==> src/hw/rtl/gci_pkg.sv <==
// shared types and constants for the grid colour interpolator
package gci_pkg;

    localparam int CW   = 12;   // pixel coordinate width
    localparam int DW   = 13;   // image dimension register width
    localparam int SZW  = 12;   // sector size width
    localparam int CHW  = 8;    // colour channel width
    localparam int RGBW = 3 * CHW;
    localparam int QDEPTH = 4;
    localparam int QAW  = 2;

    localparam logic [1:0] CFG_WIDTH  = 2'd0;
    localparam logic [1:0] CFG_HEIGHT = 2'd1;
    localparam logic [1:0] CFG_MODE   = 2'd2;

    localparam logic ACT_LOAD  = 1'b0;
    localparam logic ACT_PIXEL = 1'b1;

    localparam logic MODE_BILINEAR = 1'b0;
    localparam logic MODE_NEAREST  = 1'b1;

    typedef struct packed {
        logic            action;
        logic [3:0]      pidx;
        logic [RGBW-1:0] rgb;     // red in top byte, blue in low byte
        logic [3:0]      a_tl;
        logic [3:0]      a_tr;
        logic [3:0]      a_bl;
        logic [3:0]      a_br;
        logic [CW-1:0]   offx;
        logic [CW-1:0]   offy;
        logic            satx;
        logic            saty;
    } t_item;

    typedef struct packed {
        logic [SZW-1:0] sw;
        logic [SZW-1:0] sh;
        logic           mode;
    } t_cfg;

endpackage

==> src/hw/rtl/gci_front.sv <==
// front end: configuration registers, sector classification and item queue
module gci_front #(
    parameter int MAX_DIM = 4096
) (
    input  logic                 i_clk,
    input  logic                 i_rst_n,
    input  logic                 i_cfg_valid,
    output logic                 o_cfg_ready,
    input  logic [1:0]           i_cfg_index,
    input  logic [gci_pkg::DW-1:0] i_cfg_data,
    input  logic                 i_in_valid,
    output logic                 o_in_ready,
    input  logic                 i_action,
    input  logic [51:0]          i_data,
    output gci_pkg::t_cfg        o_cfg,
    output logic                 o_q_valid,
    output gci_pkg::t_item       o_q_item,
    input  logic                 i_pop
);

    localparam int SZW = gci_pkg::SZW;
    localparam int CW  = gci_pkg::CW;

    function automatic logic [SZW-1:0] sector_size(input logic [gci_pkg::DW-1:0] dim);
        logic [gci_pkg::DW-1:0] d;
        logic [28:0]            p;
        logic [SZW-1:0]         s;
        d = (32'(dim) > MAX_DIM) ? gci_pkg::DW'(MAX_DIM) : dim;
        // divide by three through the reciprocal, exact for 13-bit values
        p = 29'(d) * 29'(21846);
        s = SZW'(p >> 16);
        return (s == '0) ? SZW'(1) : s;
    endfunction

    logic [SZW-1:0] r_sw, r_sh, r_hw, r_hh;
    logic [SZW:0]   r_sw2, r_sh2, r_sw3, r_sh3;
    logic           r_mode;
    logic [SZW-1:0] n_sw, n_sh;

    logic [CW-1:0]  w_x, w_y;
    logic [1:0]     w_col, w_row, w_colr, w_rowb, w_nx, w_ny;
    logic [CW-1:0]  w_offx, w_offy;
    gci_pkg::t_item w_item;

    gci_pkg::t_item r_q [gci_pkg::QDEPTH];
    logic [gci_pkg::QAW-1:0] r_wp, r_rp;
    logic [gci_pkg::QAW:0]   r_cnt;
    logic w_push;

    assign o_cfg_ready = 1'b1;

    always_comb begin
        n_sw = r_sw;
        n_sh = r_sh;
        if (!i_rst_n) begin
            n_sw = sector_size(gci_pkg::DW'(256));
            n_sh = sector_size(gci_pkg::DW'(256));
        end else if (i_cfg_valid && i_cfg_index == gci_pkg::CFG_WIDTH) begin
            n_sw = sector_size(i_cfg_data);
        end else if (i_cfg_valid && i_cfg_index == gci_pkg::CFG_HEIGHT) begin
            n_sh = sector_size(i_cfg_data);
        end
    end

    always_ff @(posedge i_clk) begin
        r_sw  <= n_sw;
        r_sh  <= n_sh;
        r_hw  <= n_sw >> 1;
        r_hh  <= n_sh >> 1;
        r_sw2 <= {n_sw, 1'b0};
        r_sh2 <= {n_sh, 1'b0};
        r_sw3 <= (SZW+1)'({n_sw, 1'b0}) + (SZW+1)'(n_sw);
        r_sh3 <= (SZW+1)'({n_sh, 1'b0}) + (SZW+1)'(n_sh);
        if (!i_rst_n) begin
            r_mode <= gci_pkg::MODE_BILINEAR;
        end else if (i_cfg_valid && i_cfg_index == gci_pkg::CFG_MODE) begin
            r_mode <= i_cfg_data[0];
        end
    end

    assign o_cfg = '{sw: r_sw, sh: r_sh, mode: r_mode};

    // sector column, offset and neighbours per axis
    always_comb begin
        w_x = i_data[39:28];
        w_y = i_data[51:40];
        if ((SZW+1)'(w_x) < (SZW+1)'(r_sw)) begin
            w_col = 2'd0; w_offx = w_x;
        end else if ((SZW+1)'(w_x) < r_sw2) begin
            w_col = 2'd1; w_offx = w_x - CW'(r_sw);
        end else if ((SZW+1)'(w_x) < r_sw3) begin
            w_col = 2'd2; w_offx = w_x - CW'(r_sw2);
        end else begin
            w_col = 2'd3; w_offx = w_x - CW'(r_sw3);
        end
        if ((SZW+1)'(w_y) < (SZW+1)'(r_sh)) begin
            w_row = 2'd0; w_offy = w_y;
        end else if ((SZW+1)'(w_y) < r_sh2) begin
            w_row = 2'd1; w_offy = w_y - CW'(r_sh);
        end else if ((SZW+1)'(w_y) < r_sh3) begin
            w_row = 2'd2; w_offy = w_y - CW'(r_sh2);
        end else begin
            w_row = 2'd3; w_offy = w_y - CW'(r_sh3);
        end
        w_colr = (w_col == 2'd3) ? 2'd3 : w_col + 2'd1;
        w_rowb = (w_row == 2'd3) ? 2'd3 : w_row + 2'd1;
        w_nx   = (w_offx <= r_hw) ? w_col : w_colr;
        w_ny   = (w_offy <= r_hh) ? w_row : w_rowb;

        w_item.action = i_action;
        w_item.pidx   = i_data[3:0];
        w_item.rgb    = {i_data[11:4], i_data[19:12], i_data[27:20]};
        w_item.a_tl   = (r_mode == gci_pkg::MODE_NEAREST) ? {w_ny, w_nx} : {w_row, w_col};
        w_item.a_tr   = {w_row, w_colr};
        w_item.a_bl   = {w_rowb, w_col};
        w_item.a_br   = {w_rowb, w_colr};
        w_item.offx   = w_offx;
        w_item.offy   = w_offy;
        w_item.satx   = (w_offx >= r_sw);
        w_item.saty   = (w_offy >= r_sh);
    end

    assign o_in_ready = (r_cnt != (gci_pkg::QAW+1)'(gci_pkg::QDEPTH));
    assign w_push     = i_in_valid && o_in_ready;
    assign o_q_valid  = (r_cnt != '0);
    assign o_q_item   = r_q[r_rp];

    always_ff @(posedge i_clk) begin
        if (w_push) begin
            r_q[r_wp] <= w_item;
        end
        if (!i_rst_n) begin
            r_wp  <= '0;
            r_rp  <= '0;
            r_cnt <= '0;
        end else begin
            if (w_push) r_wp <= r_wp + 1'b1;
            if (i_pop)  r_rp <= r_rp + 1'b1;
            case ({w_push, i_pop})
                2'b10:   r_cnt <= r_cnt + 1'b1;
                2'b01:   r_cnt <= r_cnt - 1'b1;
                default: r_cnt <= r_cnt;
            endcase
        end
    end

endmodule

==> config.mk <==
export PLATFORM = sky130hd
export DESIGN_NAME = gci_front
export DESIGN_NICKNAME = d
export VERILOG_FILES = /design/src/hw/rtl/gci_pkg.sv /design/src/hw/rtl/gci_front.sv
export SDC_FILE = /design/constraint.sdc
export NUM_CORES = 1
export LEC_CHECK = 0
export ABC_CLOCK_PERIOD_IN_PS = 20700
export BUFFER_PORTS_ARGS = -buffer_cell sky130_fd_sc_hd__buf_4
export CORE_UTILIZATION = 50
export DETAILED_ROUTE_END_ITERATION = 8
export PLACE_DENSITY = 0.77
export RECOVER_POWER = 25
export SETUP_SLACK_MARGIN = 0.15
export SYNTH_ARGS = -nofsm -noshare
export SYNTH_HDL_FRONTEND = slang
export SYNTH_SLANG_ARGS = --single-unit
export TNS_END_PERCENT = 1
==> constraint.sdc <==
create_clock -name i_clk -period 20.7 [get_ports i_clk]
set_input_delay 3.105 -clock i_clk [delete_from_list [all_inputs] [get_ports i_clk]]
set_output_delay 3.105 -clock i_clk [all_outputs]
set_load 0.01 [all_outputs]
=== Yosys cells after proc, flatten, opt, wreduce, memory -nomap -nowiden ===
Memory sizes are Yosys's and may differ from the RTL's. A register that Yosys moved wholly into a read port is not among the register bits.
Cells that the tools add are included.

* Bits in registers: 80
* Bits in writable memories: 284
* Input bits: 73
* Output and inout bits: 99
* Word-level logic and storage cells: 81
* Memories: 1

* $add $sub $neg: 14
* $mul: 1
* Magnitude comparators: 11
* Equal/unequal tests: 7
* Mux-type cells: 29
* Reductions and logical operators: 8

{| class="wikitable"
|+ Memory list
! name !! depth !! width !! read ports !! clocked after Yosys merged registers in !! wr ports !! RTL line !! source
|-
| r_q || 4 || 71 || 1 || 1 || 1 || gci_front.sv:45 || <nowiki>gci_pkg::t_item r_q [gci_pkg::QDEPTH];</nowiki>
|}

{| class="wikitable"
|+ Operators by type and width
! cell !! number
|-
| two-way mux 12 bit || 12
|-
| subtractor 12 bit || 6
|-
| < comparator 12 x 13 -> 1 bit || 4
|-
| multiplier 13 x 14 -> 27 bit (second input constant) || 1
|-
| adder 13 x 12 -> 13 bit || 2
|-
| greater-or-equal comparator 12 bit || 2
|-
| less-or-equal comparator 12 x 11 -> 1 bit || 2
|-
| < comparator 12 bit || 2
|-
| two-way mux 2 bit || 10
|-
| greater-than comparator 13 bit (second input constant) || 1
|-
| two-way mux 13 bit || 1
|-
| zero test 12 bit || 1
|-
| adder 2 x 1 -> 2 bit (second input constant) || 4
|-
| == test 2 bit (second input constant) || 4
|-
| one-hot mux 3 bit (2 select lines) || 1
|-
| == test 2 x 1 -> 1 bit (second input constant) || 2
|-
| logical AND 1 bit || 4
|-
| two-way mux 1 bit || 4
|-
| two-way mux 4 bit || 1
|-
| adder 3 x 1 -> 3 bit (second input constant) || 1
|-
| inequality test 3 bit (second input constant) || 1
|-
| nonzero test 3 bit || 1
|-
| subtractor 3 x 1 -> 3 bit (second input constant) || 1
|-
| zero test 2 bit || 1
|-
| nonzero test 2 bit || 1
|}

=== Depth between registers and ports, before layout ===
* Word-level depth: 9
* Gate-level depth with buffers: 35
* Gate-level depth less buffers: 34

=== Least setup slack after synthesis ===
No wires, ideal clock.

* Path type: input to register
* Start: input i_cfg_data[12] in the netlist's numbering
* End: register r_sw3[11]
* Setup time: 125 ps
* Arrival: 10249 ps
* Data required time: 20575 ps
* Slack: 10326 ps
* Cell stages on the path: 33
* Buffers on the path: 1
* Cell sequence: clkbuf_1 nor2b_1 ha_1 ha_1 inv_1 fa_1 inv_1 fa_1 inv_1 fa_1 inv_1 ha_1 and4_2 nand3_1 or4_4 a31oi_4 o21a_1 xnor2_1 o311ai_0 or4b_1 a21oi_1 ha_1 inv_1 fa_1 nor2b_1 o21ai_0 a21boi_0 o21ai_0 a21boi_0 o21ai_0 a21boi_0 or4b_2 nand3_1

* Cells in the longest elaborated chain, start to end: 8

{| class="wikitable"
|+ Ends and longest elaborated chain
! element !! RTL line !! source
|-
| start, declared || gci_front.sv:10 || <nowiki>input logic [gci_pkg::DW-1:0] i_cfg_data,</nowiki>
|-
| greater-than comparator 13 bit || gci_front.sv:28 || <nowiki>d = (32'(dim) > MAX_DIM) ? gci_pkg::DW'(MAX_DIM) : dim;</nowiki>
|-
| two-way mux 13 bit (*) || gci_front.sv:28 ||
|-
| multiplier 13 x 14 -> 27 bit (*) || gci_front.sv:30 || <nowiki>p = 29'(d) * 29'(21846);</nowiki>
|-
| zero test 12 bit || gci_front.sv:32 || <nowiki>return (s == '0) ? SZW'(1) : s;</nowiki>
|-
| two-way mux 12 bit (*) || gci_front.sv:32 ||
|-
| two-way mux 12 bit (*) || gci_front.sv:58 || <nowiki>end else if (i_cfg_valid && i_cfg_index == gci_pkg::CFG_WIDTH) begin</nowiki>
|-
| two-way mux 12 bit (*) || gci_front.sv:55 || <nowiki>if (!i_rst_n) begin</nowiki>
|-
| via n_sw[0] || gci_front.sv:38 || <nowiki>logic [SZW-1:0] n_sw, n_sh;</nowiki>
|-
| adder 13 x 12 -> 13 bit (*) || gci_front.sv:72 || <nowiki>r_sw3 <= (SZW+1)'({n_sw, 1'b0}) + (SZW+1)'(n_sw);</nowiki>
|-
| end signal, assigned || gci_front.sv:72 ||
|-
| end, declared || gci_front.sv:36 || <nowiki>logic [SZW:0] r_sw2, r_sh2, r_sw3, r_sh3;</nowiki>
|}

The timed path passes the listed nets; every way through them passes the cells marked *.
A chain may end at the register's enable or synchronous reset.

=== Worst setup path after layout ===
Ends and elaborated chain as after synthesis.

==> impl_metrics.tcl <==
set metrics [dict create \
    fmax_ghz 0.09346 \
    cp_max_fo 14 \
    dp_hpwl_um 33950 \
    reg2reg_slack_ns 14.85 \
    place.gp.congestion 0.9221 \
    maxSlewViolCount 0 \
    fin_crit_sh_pct 51.69 \
    drc 0 \
    die_h_um 202.7 \
    cp-end-kind "register" \
    grt_antenna_before_repair 0 \
    synth_edf_count 268 \
    drt-wirelength-per-cell_um 19.11 \
    mostFrequentLayoutCell "edfxtp_1" \
    final_cell_mix "edfxtp_1 (268), ha_1 (212), inv_1 (185), buf_4 (150), nor2_1 (115)" \
    status "finished clean" \
    fin_setup_tns_ns 0 \
    start_kind "input port" \
    cap_viol_max_count 0 \
    slew_headroom_pct 26.91 \
    powerDensity_nw_per_um2 103.2 \
    path_clk_slew_ns 0.07 \
    ant_nets 0 \
    ios 172 \
    required_ns 21.14 \
    hp-class "register to register" \
    ys_seq_elements 326 \
    vias 13730 \
    post_cts_buffers 0 \
    netlist_area_um2 20130 \
    synth_cells 1676 \
    portBuffers 170 \
    nets 2186 \
    synthToLayoutAreaGrowth_pct 13.22 \
    ys_warn_count 0 \
    p_leak_nw 9.224 \
    cts_tree "yes" \
    utilization_pct 57.36 \
    finalCriticalPeriod_ns 10.70 \
    ir_drop_uv 61.16 \
    ys_async_sr_fraction_pct 0 \
    tightest_slew_ns 1.096 \
    fin_worst_skew_ns 0.01137 \
    initial_core_util_pct 50.67 \
    rsz0062_at_grt "no" \
    worst_path_max_delay_cell "fa_1" \
    finalSetupViolations 0 \
    cts.repair.resized 0 \
    crit_type "input port to register" \
    finalHoldViolations 0 \
    dr.pass1.iters 5 \
    htree_levels 1 \
    cts_hold_buf 0 \
    cts_buffers 30 \
    grt_pass1_vias 13780 \
    grt_pass1_wl_um 72800 \
    diodes 0 \
    routed_wirelength_um 45720 \
    root_buffer "clkbuf_16" \
    synth_cell_types 77 \
    grt_usage_pct 22.23 \
    pre_cts_ws_ns 9.546 \
    worst_slack_ns 10.00 \
    via_per_inst 5.737 \
    slowest_delay_ns 0.55 \
    final_layout_size_suffix_gt1_share_pct 15.47 \
    grt.overflow.total 0 \
    seq_area_frac_synth_pct 45.75 \
    die_w_um 202.7 \
    cts_sinks 326 \
    avgSynthCellArea_um2 12.01 \
    core-area_um2 39730 \
    cts_buffer_depth 3 \
    drt-initial-drc-count 893 \
    core.rowCount 73 \
    grt_max_degree 55 \
    synth_top_flop_cell "edfxtp_1" \
    dieArea_um2 41070 \
    critical_path_arrival_ns 11.14 \
    clk_latency_ns 0.56 \
]
==> through the flow <==
step	cell area, um^2	instances	hold WS (ns)	total power (W)
floorplan	20140	1678	0.4663	0.001553
global placement	21970	2339	0.4806	0.001793
detailed placement	21970	2339	0.5009	0.001832
CTS	22910	2393	0.5108	0.002364
global route	22790	2393	0.5400	0.002506
finish	22790	2393	0.5307	0.002351
==> synthesized netlist by cell type (24+ instances only) <==
cell type	number	area (um^2)
a21o_1	26	195.2
o21ai_0	62	310.3
xnor2_1	50	437.9
a21oi_1	84	420.4
clkbuf_1	27	101.4
nor2b_1	31	193.9
nor3_1	37	185.2
dfxtp_1	58	1161
nand3_1	26	130.1
o21a_1	27	202.7
inv_1	185	694.4
edfxtp_1	268	8048
mux4_2	67	1509
fa_1	55	1101
xor2_1	24	210.2
nand2_1	77	289.0
nor2_1	115	431.7
ha_1	212	2653
==> layer usage <==
layer,track usage (%),vias to the layer above,routed length [um],part of all wire [%]
li1,-,6493,-,-
met1,29.33,6775,19600,43
met2,38.07,393,22340,49
met3,3.098,68,2609,5.7
met4,6.660,0,1173,2.6
met5,0,-,0,0
==> logic make-up after synthesis <==
kind of cell	share of synthesized area (%)
compound gates	10.56
flops	45.75
xor+xnor	3.220
other cells	0.03731
fa+ha+maj	18.65
mux	8.490
simple gates	8.876
buf+inv	4.425
==> sequential cells by signal (all words and copies together) (netlist names), named ones only <==
register  count
r_q         268
r_sh3        13
r_sw3        13
r_sh2        11
r_sw2        11
r_cnt         3
r_rp          2
r_wp          2
r_mode        1
==> worst paths after layout <==
path,depth (start not counted),start,endpoint
setup reg to reg,22,r_sh3[0]$_DFF_P_,r_q[1][0]$_DFFE_PP_
hold reg to reg,2,r_cnt[2]$_SDFFE_PN0P_,r_cnt[2]$_SDFFE_PN0P_
hold / removal,2,r_cnt[2]$_SDFFE_PN0P_,r_cnt[2]$_SDFFE_PN0P_
setup / recovery,33,i_cfg_data[12],r_sw3[11]$_DFF_P_
==> report_power, final <==
group,total [W],internal (W),switching [W]
clock,0.000527,0.000298,0.000229
combinational,0.000979,0.000420,0.000559
sequential,0.000845,0.000815,0.0000307
total,0.00235,0.00153,0.000818
==> cell type report <==
class,instances,area [um^2]
fillers,3175,16940
multi-input cells,1123,10050
flip-flops and latches,326,9214
repair buffers,180,1239
clock buffers,38,802.0
inverters,185,694.4
well taps,525,656.9
clock inverters,16,136.4
==> critical path, delay by kind of cell <==
kind                       cells  cell delay [ns]
adders and majority gates      8             3.23
and+or+nand+nor                6             1.19
buffers and inverters          6             0.57
AOI/OAI and AO/OA             13             3.03
No activity file was read; power rests on OpenSTA's default activity.
